File: config.mk
export PLATFORM = sky130hd
export DESIGN_NAME = buzzer_pattern_sequencer
export DESIGN_NICKNAME = d
export VERILOG_FILES = /design/src/hw/rtl/bps_pkg.sv /design/src/hw/rtl/bps_step_core.sv /design/src/hw/rtl/buzzer_pattern_sequencer.sv
export SDC_FILE = /design/constraint.sdc
export NUM_CORES = 1
export LEC_CHECK = 0
export ABC_AREA = 1
export BUFFER_PORTS_ARGS = -buffer_cell sky130_fd_sc_hd__buf_2
export CAP_MARGIN = 20
export CORE_MARGIN = 4
export CORE_UTILIZATION = 60
export DETAILED_ROUTE_END_ITERATION = 10
export HOLD_SLACK_MARGIN = 0.02
export PLACE_DENSITY = 0.83
export SETUP_SLACK_MARGIN = 0.05
export SLEW_MARGIN = 40
export SYNTH_ARGS = -nofsm -noshare
export SYNTH_HDL_FRONTEND = slang
export SYNTH_SLANG_ARGS = --single-unit
File: constraint.sdc
create_clock -name aclk -period 5.1 [get_ports aclk]
set_input_delay 1.53 -clock aclk [delete_from_list [all_inputs] [get_ports aclk]]
set_output_delay 1.53 -clock aclk [all_outputs]
set_load 0.02 [all_outputs]
File: src/hw/rtl/bps_pkg.sv
// Shared types, codes and the fixed pattern table of the buzzer pattern sequencer.
// No dependencies; imported by bps_step_core and buzzer_pattern_sequencer.
package bps_pkg;

    localparam int TIME_WIDTH_DEFAULT = 32;

    localparam logic [15:0] HOLD_MS = 16'hFFFF;

    typedef enum logic [1:0] {
        MODE_UPDATE  = 2'd0,
        MODE_SELECT  = 2'd1,
        MODE_SILENCE = 2'd2,
        MODE_NONE    = 2'd3
    } mode_t;

    typedef enum logic [2:0] {
        TUNE_SILENT  = 3'd0,
        TUNE_BOOT    = 3'd1,
        TUNE_PASS    = 3'd2,
        TUNE_FAIL    = 3'd3,
        TUNE_IDLE    = 3'd4,
        TUNE_ARMED   = 3'd5,
        TUNE_LOCATOR = 3'd6,
        TUNE_INVALID = 3'd7
    } pattern_t;

    typedef struct packed {
        mode_t       mode;
        logic [2:0]  pattern_select;
        logic [31:0] now_ms;
    } in_item_t;

    typedef struct packed {
        logic        tone_active;
        logic        tone_changed;
        logic [15:0] tone_hz;
        logic [2:0]  step_index;
    } out_item_t;

    // Sequencer state other than the step start time
    typedef struct packed {
        pattern_t   pattern;
        logic [2:0] step;
        logic       level;
    } seq_state_t;

    function automatic logic [2:0] pat_len(input pattern_t p);
        logic [2:0] len;
        len = 3'd1;
        case (p)
            TUNE_BOOT:    len = 3'd2;
            TUNE_PASS:    len = 3'd4;
            TUNE_FAIL:    len = 3'd6;
            TUNE_IDLE:    len = 3'd2;
            TUNE_ARMED:   len = 3'd4;
            TUNE_LOCATOR: len = 3'd2;
            default:      len = 3'd1;
        endcase
        return len;
    endfunction

    // Every pattern but silent starts on and alternates
    function automatic logic pat_on(input pattern_t p, input logic [2:0] s);
        return (p != TUNE_SILENT) && !s[0];
    endfunction

    function automatic logic [15:0] pat_ms(input pattern_t p, input logic [2:0] s);
        logic [15:0] ms;
        ms = HOLD_MS;
        case (p)
            TUNE_BOOT:    ms = (s == 3'd0) ? 16'd80 : HOLD_MS;
            TUNE_PASS:    ms = (s == 3'd3) ? HOLD_MS : 16'd80;
            TUNE_FAIL: begin
                if (s == 3'd5)
                    ms = HOLD_MS;
                else
                    ms = s[0] ? 16'd150 : 16'd400;
            end
            TUNE_IDLE:    ms = (s == 3'd0) ? 16'd50 : 16'd2950;
            TUNE_ARMED:   ms = (s == 3'd3) ? 16'd820 : 16'd60;
            TUNE_LOCATOR: ms = 16'd500;
            default:      ms = HOLD_MS;
        endcase
        return ms;
    endfunction

endpackage

File: src/hw/rtl/bps_step_core.sv
// Next-state logic of the sequencer: pattern table reads, a time subtract and compares.
// Depends on bps_pkg for the item types and the pattern table.
module bps_step_core import bps_pkg::*; #(
    parameter int TIME_WIDTH = TIME_WIDTH_DEFAULT
) (
    input  in_item_t              item,
    input  seq_state_t            cur,
    input  logic [TIME_WIDTH-1:0] start_time,
    output seq_state_t            nxt,
    output logic                  load_start,
    output logic [TIME_WIDTH-1:0] now_time,
    output logic                  changed
);

    logic [15:0]           dur;
    logic [TIME_WIDTH-1:0] elapsed;
    logic [2:0]            step_inc;
    logic [2:0]            step_wrap;
    pattern_t              sel;

    assign now_time  = TIME_WIDTH'(item.now_ms);
    assign dur       = pat_ms(cur.pattern, cur.step);
    assign elapsed   = now_time - start_time;
    assign step_inc  = cur.step + 3'd1;
    assign step_wrap = (step_inc == pat_len(cur.pattern)) ? 3'd0 : step_inc;
    assign sel       = pattern_t'(item.pattern_select);

    always_comb begin
        nxt        = cur;
        load_start = 1'b0;
        unique case (item.mode)
            MODE_UPDATE: begin
                // terminal steps hold until the pattern changes
                if (dur != HOLD_MS && elapsed >= TIME_WIDTH'(dur)) begin
                    nxt.step   = step_wrap;
                    nxt.level  = pat_on(cur.pattern, step_wrap);
                    load_start = 1'b1;
                end
            end
            MODE_SELECT: begin
                if (sel != TUNE_INVALID && sel != cur.pattern) begin
                    nxt.pattern = sel;
                    nxt.step    = 3'd0;
                    nxt.level   = pat_on(sel, 3'd0);
                    load_start  = 1'b1;
                end
            end
            MODE_SILENCE: begin
                nxt.pattern = TUNE_SILENT;
                nxt.step    = 3'd0;
                nxt.level   = 1'b0;
            end
            default: begin
                nxt = cur;
            end
        endcase
    end

    assign changed = nxt.level != cur.level;

endmodule

File: src/hw/rtl/buzzer_pattern_sequencer.sv
// Top level of the buzzer pattern sequencer: state, result register, config register.
// Depends on bps_pkg and bps_step_core.
//
//   channel  | ports                       | payload
//   ---------+-----------------------------+-------------------------------
//   input    | s_valid, s_ready, s_data    | in_item_t (mode, select, time)
//   result   | m_valid, m_ready, m_data    | out_item_t (tone, step, hz)
//   config   | cfg_wr_en, cfg_wr_data      | tone frequency, 16 bits
//
// One item per cycle unless stalled; a result appears the cycle after its transfer.
// The single result register is the only pipeline stage; the sequencer state
// updates in the same edge as the result register.
// A stalled result holds s_ready low until m_ready takes it; a new item is
// taken in the same cycle the held result leaves.
// aresetn clears pattern, step, start time, tone level, frequency and m_valid.
module buzzer_pattern_sequencer import bps_pkg::*; #(
    parameter int TIME_WIDTH = TIME_WIDTH_DEFAULT
) (
    input  logic        aclk,
    input  logic        aresetn,
    input  logic        s_valid,
    output logic        s_ready,
    input  in_item_t    s_data,
    output logic        m_valid,
    input  logic        m_ready,
    output out_item_t   m_data,
    input  logic        cfg_wr_en,
    input  logic [15:0] cfg_wr_data
);

    seq_state_t            state_reg;
    seq_state_t            state_next;
    logic [TIME_WIDTH-1:0] start_reg;
    logic [TIME_WIDTH-1:0] now_time;
    logic                  load_start;
    logic                  changed;
    logic [15:0]           freq_reg;
    logic                  m_valid_reg;
    out_item_t             m_data_reg;
    logic                  in_xfer;

    assign s_ready = !m_valid_reg || m_ready;
    assign in_xfer = s_valid && s_ready;
    assign m_valid = m_valid_reg;
    assign m_data  = m_data_reg;

    bps_step_core #(
        .TIME_WIDTH(TIME_WIDTH)
    ) u_core (
        .item       (s_data),
        .cur        (state_reg),
        .start_time (start_reg),
        .nxt        (state_next),
        .load_start (load_start),
        .now_time   (now_time),
        .changed    (changed)
    );

    always_ff @(posedge aclk) begin
        if (!aresetn) begin
            freq_reg <= '0;
        end else if (cfg_wr_en) begin
            freq_reg <= cfg_wr_data;
        end
    end

    always_ff @(posedge aclk) begin
        if (!aresetn) begin
            state_reg   <= '{pattern: TUNE_SILENT, step: 3'd0, level: 1'b0};
            start_reg   <= '0;
            m_valid_reg <= 1'b0;
        end else begin
            if (in_xfer) begin
                state_reg <= state_next;
                if (load_start)
                    start_reg <= now_time;
            end
            if (in_xfer)
                m_valid_reg <= 1'b1;
            else if (m_ready)
                m_valid_reg <= 1'b0;
        end
    end

    // payload: no reset
    always_ff @(posedge aclk) begin
        if (in_xfer) begin
            m_data_reg.tone_active  <= state_next.level;
            m_data_reg.tone_changed <= changed;
            m_data_reg.tone_hz      <= freq_reg;
            m_data_reg.step_index   <= state_next.step;
        end
    end

    a_pattern_valid: assert property (@(posedge aclk) disable iff (!aresetn)
        state_reg.pattern != TUNE_INVALID)
        else $error("active pattern out of range");

    a_step_in_range: assert property (@(posedge aclk) disable iff (!aresetn)
        state_reg.step < pat_len(state_reg.pattern))
        else $error("step beyond pattern length");

    a_silence_off: assert property (@(posedge aclk) disable iff (!aresetn)
        in_xfer && s_data.mode == MODE_SILENCE |=> !m_data_reg.tone_active)
        else $error("silence transfer left tone on");

    a_result_matches_level: assert property (@(posedge aclk) disable iff (!aresetn)
        m_valid_reg |-> m_data_reg.tone_active == state_reg.level)
        else $error("result tone level disagrees with state");

    a_changed_flips: assert property (@(posedge aclk) disable iff (!aresetn)
        in_xfer |=> m_data_reg.tone_changed == (state_reg.level != $past(state_reg.level)))
        else $error("tone_changed does not match level change");

endmodule
==> results.tsv <==
metric	value	unit
fin_tns_setup	0	ns
cpPeakStageDelay	0.37	ns
totalWireLength	15.0	mm
synth_cells	1022	
die_w	112	um
finalClockSkew	0.0114	ns
setup_viol	0	
yosys_warnings	0	
crit_type	in2reg	
setup.worst_path.end	m_data[19]	
io_buffers	80	
rows	37	
period_minus_slack	4.39	ns
path_clk_slew	0.09	ns
period_share	0.861	
num_vias	6295	
synth_top_area_frac	0.173	
reg2reg_to	m_data[19]	
p_leak	3.83	nW
core-area	10500	um2
clock_power_share	0.259	
arrival	4.53	ns
routedWlPerCell	12.1	um
clockBufferDepth	2	
critical_path.top_delay_family	simple AND/OR/NAND/NOR gates	
synth_seq_area_share	0.268	
n_antenna_cell	0	
p_int	1.09	mW
drt_pass1_iterations	5	
h-tree-depth	3	
synth.avg_cell_area	6.38	um2
start_util	0.624	
crit_path_frequent_cell	nand2_1	
largest_reg_flops	32	
grt_pass1_vias	5739	
route.detailed.drc	0	
crit_path_cell_trace	buf_2, ha_1, nand2_1, nor2_1, nand3_1, nand3b_1, xor2_1, ha_1, inv_1, nor3_1, nor3_1, nand2_1, nand2_1, nand3_1, nor2_1, nand2_1, nor2_4, nand2_4, nand2_1, nand2_1, nand3_1, nand4_1, nand2_1, inv_1	
cp-end-kind	register	
die_h	112	um
synth_seq_cells	77	
rsz0062_at_grt	false	
nets	1209	
synth_fp_nets	1132	
dp.cells	1224	
required	5.24	ns
ys_types	37	
synth_edf_count	21	
drv_cap	0	
grt_pass1_wl	25.8	mm
crit_path_start	s_data[9]	
hpwlAfterDp	11.9	mm
hp-class	reg2reg	
synthesis.area	6530	um2
viasPerCell	5.08	
rr_worst_depth	26	
antenna_found_initial	0	
comb_power_share	0.357	
relSlewSlack	0.550	
p_total	1.80	mW
path_max_fanout	6	
finalWorstSetupSlack	0.709	ns
stdcell_area	7190	um2
synth_largest_area_cell	nand2_1	
dieArea	12600	um2
grt_start_max_net_pins	40	
fmax	228	MHz
pin_count	81	
drt_iter0_drc	443	
cts.sinks	77	
synth_ff_type	dfxtp_1	
final_cells	1240	
cts-resized-gates	0	
power_frac_seq	0.383	
cts_root_buf	clkbuf_8	
fillerInstances	968	
worstMarginPinSlew	0.674	ns
r2r_slack	1.00	ns
overflow	0	
switchingPower	0.712	mW
path_depth	24	
drive_above_1_share	0.172	
post-place-ws	0.353	ns
ys_top_cells_by_area	nand2_1, dfxtp_1, inv_1	
power.density	251	nW/um2
reg2reg_from	state_reg[5]	
numCtsBuffers	9	
cts_setup_buffers	0	
clk_latency	0.38	ns
holdPathStages	0	
ir_worst_vdd	249	uV
slew_viol_final	0	
status	finished clean	
ctsHoldBuffers	0	
grt_usage	0.244	
start_kind	input port	
area_delta_synth_final	10.2	%
critPathBufInv	3	
cts_tree	yes	
placed_area	7000	um2
switching_share	0.395	
antenna_left	0	
critPathSlowestCell	ha_1	
async_flop_share	0	
hold_viol	0	
gp_congestion	0.941	
## worst min-delay path by stage
stage	startpoint	to	slack [ns]
2_1_floorplan	freq_reg[7]	m_data[10]	0.40
6_report	freq_reg[1]	m_data[4]	0.43
3_5_place_dp	freq_reg[1]	m_data[4]	0.41
4_1_cts	freq_reg[1]	m_data[4]	0.43
5_1_grt	freq_reg[7]	m_data[10]	0.45
3_3_place_gp	freq_reg[7]	m_data[10]	0.41
## metrics by stage
| stage | utilization | hold WS, ns |
|---|---|---|
| 2_1_floorplan | - | 0.403 |
| 3_3_place_gp | 0.668 | 0.406 |
| 3_5_place_dp | 0.669 | 0.409 |
| 4_1_cts | 0.687 | 0.428 |
| 5_1_grt | 0.687 | 0.449 |
| 6_report | 0.687 | 0.431 |
## layout by cell type (no fill, tap or decap), drive strengths merged, types with 9 or more instances in the layout
master | netlist | routed
nand2 | 341 | 341
edfxtp | 21 | 21
inv | 205 | 210
o21ai | 25 | 25
xor2 | 16 | 16
nand4 | 11 | 11
nand3 | 79 | 79
clkbuf | 8 | 9
nor2 | 104 | 104
dfxtp | 56 | 56
nor3 | 11 | 11
buf | 9 | 83
a21oi | 63 | 63
ha | 51 | 51
## layer usage
layer / up-vias / GRT usage / share of wire
met5: - / 0 / 0
met4: 0 / 0.0913 / 0.027
met3: 33 / 0.0480 / 0.056
met2: 164 / 0.405 / 0.46
met1: 2767 / 0.316 / 0.46
li1: 3331 / - / -
## kinds of logic after synthesis
kind of cell | count (synthesis) | synth area share
xor+xnor | 20 | 0.0268
flops | 77 | 0.268
fa+ha+maj | 52 | 0.101
simple gates | 551 | 0.368
compound gates | 98 | 0.0976
buf+inv | 224 | 0.138
## cells in the mapped netlist, drive strengths merged (2+ instances only)
| cell type | number |
|---|---|
| clkbuf | 8 |
| inv | 205 |
| xnor2 | 4 |
| nand4 | 11 |
| a21oi | 63 |
| dfxtp | 56 |
| a211oi | 6 |
| and2 | 2 |
| nand2 | 341 |
| clkinv | 2 |
| nor3 | 11 |
| edfxtp | 21 |
| nand3 | 79 |
| buf | 9 |
| nor2 | 104 |
| xor2 | 16 |
| ha | 51 |
| nand3b | 3 |
| o21ai | 25 |
## power groups by stage
stage	Combinational [mW]	Sequential (mW)	Clock, mW
after floorplan	0.475	0.719	0
after global routing	0.740	0.697	0.502
final	0.645	0.691	0.468
after detailed placement	0.638	0.705	0
after CTS	0.643	0.691	0.479
after global placement	0.625	0.704	0
## area by class of cell
cell class | count | area, um2 | share of cell area
clock inverter | 7 | 72.6 | 0.0101
inverter | 207 | 779 | 0.108
clock buffer | 9 | 124 | 0.0172
sequential | 77 | 1750 | 0.244
multi-input combinational | 721 | 3870 | 0.538
tap | 136 | 170 | 0.0237
timing repair buffer | 83 | 423 | 0.0588
(Power assumes the default switching activity.)
